### src/sv/swdm_pkg.sv
package swdm_pkg;

    localparam int SWDM_DEPTH = 16;
    localparam int VALUE_W    = 32;
    localparam int FIELD_W    = 5;
    localparam int STATUS_W   = 2;
    localparam int OPCODE_W   = 2;

    typedef enum logic [OPCODE_W-1:0] {
        OP_PUSH   = 2'd0,
        OP_POP    = 2'd1,
        OP_PEEK   = 2'd2,
        OP_REMOVE = 2'd3
    } t_opcode;

    typedef enum logic [STATUS_W-1:0] {
        ST_OK    = 2'd0,
        ST_OVER  = 2'd1,
        ST_UNDER = 2'd2
    } t_status;

    // Shift commands broadcast to every cell.
    typedef struct packed {
        logic push;
        logic pop;
        logic remove;
    } t_cell_ctrl;

endpackage

### src/sv/swdm_cell.sv
module swdm_cell
    import swdm_pkg::*;
#(
    parameter int IDX = 0,
    parameter int CW  = 5
) (
    input  logic                      i_clk,
    input  t_cell_ctrl                i_ctrl,
    input  logic [CW-1:0]             i_count,
    input  logic signed [VALUE_W-1:0] i_key,
    input  logic signed [VALUE_W-1:0] i_from_above,
    input  logic signed [VALUE_W-1:0] i_from_below,
    input  logic                      i_match_below,
    input  logic [CW-1:0]             i_pos_below,
    output logic signed [VALUE_W-1:0] o_data,
    output logic                      o_match_chain,
    output logic [CW-1:0]             o_pos_chain
);

    logic signed [VALUE_W-1:0] r_data;
    logic                      w_occupied;
    logic                      w_match;
    logic                      w_deepest;

    assign w_occupied    = i_count > CW'(IDX);
    assign w_match       = w_occupied && (r_data == i_key);
    // Deepest match: this cell matches and nothing below it does.
    assign w_deepest     = w_match && !i_match_below;
    assign o_match_chain = w_match || i_match_below;
    assign o_pos_chain   = w_deepest ? CW'(IDX + 1) : i_pos_below;
    assign o_data        = r_data;

    always_ff @(posedge i_clk) begin
        if (i_ctrl.push) begin
            r_data <= i_from_above;
        end else if (i_ctrl.pop || (i_ctrl.remove && !i_match_below)) begin
            r_data <= i_from_below;
        end
    end

endmodule

### src/sv/stack_with_deepest_match_removal.sv
// Bounded LIFO stack of signed 32-bit words with deepest-match removal.
// Input channel: i_in_valid / o_in_stall carry one beat of i_opcode and
// i_value (push, pop, peek, remove deepest match). Output channel:
// o_out_valid / i_out_stall carry one result beat per input beat with
// o_read_value, o_position, o_status and o_occupancy.
// The result of an accepted beat is registered and shown from the cycle
// after it is accepted. Throughput is one beat per cycle while the receiver
// does not stall; a row of cells, one per entry with the top in cell 0,
// compares every entry with the key and shifts in the same cycle, so the
// match chain across STACK_DEPTH cells sets the cycle time.
// Overflow and underflow leave the stack unchanged and are flagged in
// status. A remove without a match reports position 0.
// Reset (synchronous, active low) empties the stack and drops any pending
// result; entry words are not cleared. While the receiver stalls a
// pending result, it holds and o_in_stall is raised, so no beat is lost.
module stack_with_deepest_match_removal
    import swdm_pkg::*;
#(
    parameter int STACK_DEPTH = SWDM_DEPTH
) (
    input  logic                        i_clk,
    input  logic                        i_rst_n,
    input  logic                        i_in_valid,
    output logic                        o_in_stall,
    input  logic [OPCODE_W-1:0]         i_opcode,
    input  logic signed [VALUE_W-1:0]   i_value,
    output logic                        o_out_valid,
    input  logic                        i_out_stall,
    output logic signed [VALUE_W-1:0]   o_read_value,
    output logic [FIELD_W-1:0]          o_position,
    output logic [STATUS_W-1:0]         o_status,
    output logic [FIELD_W-1:0]          o_occupancy
);

    localparam int CW = $clog2(STACK_DEPTH + 1);

    // Entry count and the output register.
    logic [CW-1:0]              r_count;
    logic                       r_out_valid;
    logic signed [VALUE_W-1:0]  r_read_value;
    logic [FIELD_W-1:0]         r_position;
    t_status                    r_status;
    logic [FIELD_W-1:0]         r_occupancy;

    logic [CW-1:0]              n_count;
    logic signed [VALUE_W-1:0]  n_read_value;
    logic [FIELD_W-1:0]         n_position;
    t_status                    n_status;

    logic                       w_accept;
    logic                       w_full;
    logic                       w_empty;
    t_opcode                    w_op;
    t_cell_ctrl                 w_ctrl;

    // Cell row: index 0 is the top; the chains run from the bottom upward.
    logic signed [VALUE_W-1:0]  w_data [STACK_DEPTH];
    logic                       w_match_chain [STACK_DEPTH+1];
    logic [CW-1:0]              w_pos_chain [STACK_DEPTH+1];

    assign o_in_stall = r_out_valid && i_out_stall;
    assign w_accept   = i_in_valid && !o_in_stall;
    assign w_op       = t_opcode'(i_opcode);
    assign w_full     = r_count == CW'(STACK_DEPTH);
    assign w_empty    = r_count == '0;

    assign w_match_chain[STACK_DEPTH] = 1'b0;
    assign w_pos_chain[STACK_DEPTH]   = '0;

    // Broadcast shift commands; push moves everything down one cell, pop moves
    // everything up, remove moves up only the cells at and below the hit.
    assign w_ctrl.push   = w_accept && (w_op == OP_PUSH) && !w_full;
    assign w_ctrl.pop    = w_accept && (w_op == OP_POP) && !w_empty;
    assign w_ctrl.remove = w_accept && (w_op == OP_REMOVE) && w_match_chain[0];

    for (genvar j = 0; j < STACK_DEPTH; j++) begin : g_cell
        logic signed [VALUE_W-1:0] w_above;
        logic signed [VALUE_W-1:0] w_below;

        if (j == 0) begin : g_top
            assign w_above = i_value;
        end else begin : g_mid
            assign w_above = w_data[j-1];
        end

        if (j == STACK_DEPTH - 1) begin : g_bottom
            assign w_below = '0;
        end else begin : g_upper
            assign w_below = w_data[j+1];
        end

        swdm_cell #(
            .IDX (j),
            .CW  (CW)
        ) u_cell (
            .i_clk         (i_clk),
            .i_ctrl        (w_ctrl),
            .i_count       (r_count),
            .i_key         (i_value),
            .i_from_above  (w_above),
            .i_from_below  (w_below),
            .i_match_below (w_match_chain[j+1]),
            .i_pos_below   (w_pos_chain[j+1]),
            .o_data        (w_data[j]),
            .o_match_chain (w_match_chain[j]),
            .o_pos_chain   (w_pos_chain[j])
        );
    end

    // Result of the beat being accepted.
    always_comb begin
        n_count      = r_count;
        n_read_value = '0;
        n_position   = '0;
        n_status     = ST_OK;
        unique case (w_op)
            OP_PUSH: begin
                if (w_full) begin
                    n_status = ST_OVER;
                end else begin
                    n_count = r_count + CW'(1);
                end
            end
            OP_POP, OP_PEEK: begin
                if (w_empty) begin
                    n_status = ST_UNDER;
                end else begin
                    n_read_value = w_data[0];
                    if (w_op == OP_POP) begin
                        n_count = r_count - CW'(1);
                    end
                end
            end
            OP_REMOVE: begin
                if (w_match_chain[0]) begin
                    n_position = FIELD_W'(w_pos_chain[0]);
                    n_count    = r_count - CW'(1);
                end
            end
            default: begin
                n_count = r_count;
            end
        endcase
    end

    // Hold the count and the pending result beat.
    always_ff @(posedge i_clk) begin
        if (!i_rst_n) begin
            r_count     <= '0;
            r_out_valid <= 1'b0;
        end else begin
            if (w_accept) begin
                r_count     <= n_count;
                r_out_valid <= 1'b1;
            end else if (!i_out_stall) begin
                r_out_valid <= 1'b0;
            end
        end
    end

    always_ff @(posedge i_clk) begin
        if (w_accept) begin
            r_read_value <= n_read_value;
            r_position   <= n_position;
            r_status     <= n_status;
            r_occupancy  <= FIELD_W'(n_count);
        end
    end

    assign o_out_valid  = r_out_valid;
    assign o_read_value = r_read_value;
    assign o_position   = r_position;
    assign o_status     = r_status;
    assign o_occupancy  = r_occupancy;

endmodule

### config.mk
export PLATFORM = sky130hd
export DESIGN_NAME = stack_with_deepest_match_removal
export DESIGN_NICKNAME = d
export VERILOG_FILES = /design/src/sv/swdm_pkg.sv /design/src/sv/swdm_cell.sv /design/src/sv/stack_with_deepest_match_removal.sv
export SDC_FILE = /design/constraint.sdc
export NUM_CORES = 2
export LEC_CHECK = 0
export BUFFER_PORTS_ARGS = -buffer_cell sky130_fd_sc_hd__buf_2
export CAP_MARGIN = 20
export CORE_MARGIN = 4
export CORE_UTILIZATION = 65
export DETAILED_ROUTE_END_ITERATION = 10
export PLACE_DENSITY = 0.89
export SYNTH_ARGS = -nofsm -noshare
export SYNTH_HDL_FRONTEND = slang
export SYNTH_SLANG_ARGS = --single-unit
### constraint.sdc
create_clock -name i_clk -period 12.21 [get_ports i_clk]
set_input_delay 3.0525 -clock i_clk [delete_from_list [all_inputs] [get_ports i_clk]]
set_output_delay 3.0525 -clock i_clk [all_outputs]
set_load 0.05 [all_outputs]
==> results by group <==
STA
  • Fmax: ~140 MHz
  • Slew Limit Fails: 0
  • Fin Hold WS: 0.577 ns
  • Setup TNS: 0 ns
  • Unrepaired setup endpoints after global routing: no
  • Fin crit period: between 7 and 8 ns
  • Max transition margin: 0.247
  • Hold Fails Final Rpt: 0
  • Clk_skew: approximately 0.022 ns
  • Setup-failing EPs final: 0
  • Least-Margin Pin Slew: approximately 1.1 ns
  • Tcrit/Tclk final: 0.598

Yosys
  • Seq/Total Area, Yosys: 0.557
  • FF+latch count, synth: between 500 and 600
  • Mapped cell area: ~30000 um^2
  • Syn Inst Count: approximately 2100
  • Predominant post-synthesis flop cell: edfxtp_1
  • FFs w/ async S/R, synth: 0
  • Mapped Nets: ~2200
  • Number of flops mapped to enable cells by yosys: ~560
  • Yosys warnings: 0
  • Synth area leader: edfxtp_1
  • Synth area leaders: edfxtp_1 55%, mux2_2 18%, xor2_1 9.3%, xnor2_1 5.6%, nor4_1 1.8%
  • Synth top area share: 0.553
  • Syn Area/Cell: 14.3 um^2
  • Netlist cell types: 62

Critical path
  • Critical path data arrival time: ~7.5 ns
  • Required @ worst endpoint: 12.45 ns
  • RR Endpoint: g_cell[9].u_cell.o_data[15]
  • R2R cell count: 9
  • CP Class: in -> reg
  • Worst Path Max Fanout: 32
  • CP endpoint kind: flip-flop
  • Worst setup SP type: input port
  • R2R Path Start: r_count[0]
  • R2R setup slack: roughly 7.3 ns

Clocking
  • CTS root buf: clkbuf_16
  • Clock tree buffer depth: 3
  • Post-cts resize count: 0
  • Max H-tree Level: 2
  • TritonCTS buffer count: 57
  • Post-CTS setup buffers: 0
  • Clock latency at the later pin of the worst-skew pair: between 0.6 and 0.7 ns
  • CTS tree: done
  • Clk pin slew, worst setup/hold paths: around 0.060 ns
  • Clock Sinks: ~560
  • CTS Hold Bufs: 0

Detailed routing
  • Met1 WL: around 35000 um
  • Drt first-iter violations: 3237
  • Top Metal Used: met5
  • Routed len/inst: 33.0 um
  • Via count: just under 20000
  • Vias per inst: around 7
  • TritonRoute pass-1 iters: 8
  • Drc violations: 0
  • Met2 routed WL: between 30000 and 40000 um
  • Final WL: about 92000 um
  • Metal3 WL: 14500 um
  • Routed Antenna Nets: 0

Floorplanning
  • Chip height: between 200 and 250 um
  • Core area: roughly 46000 um^2
  • Die area: 50000 um^2
  • Initial Utilization: 0.661
  • Die span in x: between 200 and 250 um
  • Row Count: between 70 and 80
  • I/O Pins: 84

Placement
  • GPL Wtd Cong: roughly 1.0
  • Port Buf Inserts: between 80 and 90
  • DP HPWL: 65600 um

Layout
  • Fillers: around 3000
  • Nets@finish: roughly 2200
  • Number of diodes: 0
  • Area Growth Syn to Fin: 7.80%
  • Area of the multi-input gates: 12600 um^2
  • Fraction of layout cells with a size suffix above 1: 0.319
  • Register area: 16800 um^2

Global route
  • Grt ovf: 0
  • Vias in the first global route: 18605
  • All-Layer GR Usage: 0.360
  • First-pass GRT wire length: roughly 130000 um
  • Initial antenna violation count: 3
  • Largest net degree at the start of global routing: 95

Worst hold path
  • Worst hold path class: reg -> reg
  • Hold_sp: o_out_valid
  • WHS Path Cells: 3
  • Hold EP: o_out_valid

Outcome
  • Outcome: finished clean

Run
  • Max-Cap Viols: 0

Pwr
  • Worst VDD drop: ~130 uV
  • PD cells: between 100 and 150 nW/um^2
  • P_leak: between 10 and 15 nW
[worst max-delay path by stage]
stage | start | endpoint | slack, ns | cells after the start
floorplan | i_value[6] | g_cell[2].u_cell.o_data[0] | 4.28 | 11
global placement | i_value[11] | g_cell[2].u_cell.o_data[21] | 4.52 | 11
detailed placement | i_value[11] | g_cell[2].u_cell.o_data[19] | 4.44 | 11
CTS | i_value[11] | g_cell[2].u_cell.o_data[0] | 5.05 | 11
global route | i_value[19] | g_cell[2].u_cell.o_data[13] | 4.89 | 11
finish | i_value[19] | g_cell[2].u_cell.o_data[13] | 4.91 | 11
[layer usage]
metal	vias up	global-route usage
met5	-	0
li1	7957	-
met2	1449	0.512
met3	189	0.141
met4	4	0.100
met1	9835	0.521
[cells in the final DEF (no fill, tap or decap), drive strengths merged, types with 3 or more instances in the layout]
cell type	netlist	routed
or3	4	4
dfxtp	6	6
nor4	91	91
and2	4	4
mux2	480	480
clkinv	0	26
and3	68	68
o31ai	4	4
a21oi	13	13
or4	3	3
inv	13	16
a31oi	5	5
o221ai	3	3
nand2b	9	9
nand2	23	23
o21ai	24	24
clkbuf	53	71
xor2	321	321
edfxtp	556	556
ha	8	8
a211oi	3	3
xnor2	192	192
nor3	13	13
or2	4	4
nand4	63	63
nor2	14	14
nand3	18	18
buf	93	116
[cell type report]
type / count / share of cell area
Sequential cell: 562 / 0.517
Multi-Input combinational cell: 1393 / 0.386
Clock buffer: 71 / 0.0454
Tap cell: 600 / 0.0231
Timing Repair Buffer: 116 / 0.0215
Clock inverter: 31 / 0.00596
Inverter: 13 / 0.00150
[cell families (layout without fill, tap and decap cells)]
| logic type | after synthesis | after routing | synth area share |
|---|---|---|---|
| mux | 480 | 480 | 0.179 |
| flops | 562 | 562 | 0.557 |
| buf+inv | 159 | 231 | 0.0300 |
| xor+xnor | 513 | 513 | 0.149 |
| simple gates | 320 | 320 | 0.0648 |
| compound gates | 72 | 72 | 0.0170 |
| fa+ha+maj | 8 | 8 | 0.00332 |
[registers in the layout (all words and copies together) (netlist names)]
name / cells
g_cell.u_cell.o_data: 512
o_read_value: 32
o_occupancy: 5
o_position: 5
r_count: 5
o_status: 2
o_out_valid: 1
[Yosys cell counts (4+ instances only)]
cell,instances
o21ai_1,10
buf_6,19
nand4_1,63
buf_1,8
nor4_1,87
dfxtp_1,6
and3_1,68
xnor2_1,192
and2_1,4
inv_1,13
a21oi_1,13
edfxtp_1,556
mux2_2,480
a31oi_1,4
o21ai_0,13
buf_4,33
nor2_1,14
buf_2,33
nor3_1,11
clkbuf_1,53
nand2b_1,9
ha_1,8
nor4_2,4
nand2_1,23
nand3_1,18
xor2_1,321
[per-stage QoR]
stage                     std cells  total power, W  setup slack [ns]  utilization  instance area (um^2)
after global routing           2786         0.00469              4.89        0.713                 32500
after floorplan                2114         0.00276              4.28            -                 30200
after detailed placement       2681         0.00295              4.44        0.675                 30800
after CTS                      2783         0.00455              5.05        0.711                 32500
final                          2786         0.00457              4.91        0.713                 32500
after global placement         2681         0.00294              4.52        0.675                 30800
[worst max-delay path: stages]
cell and delay (ns):
buf_2 0.69, xor2_1 0.21, nor4_1 0.57, nand4_1 0.28, a2111oi_2 0.55, nand2b_1 0.28
or4b_1 0.32, o2111ai_4 0.31, or2_1 0.47, o31ai_4 0.22, buf_4 0.51
[where the power goes]
group	internal (W)	switching (W)
clock	0.000894	0.000739
sequential	0.00225	0.000111
combinational	0.000213	0.000366
total	0.00336	0.00122
Power figures use the tool's default switching activity.
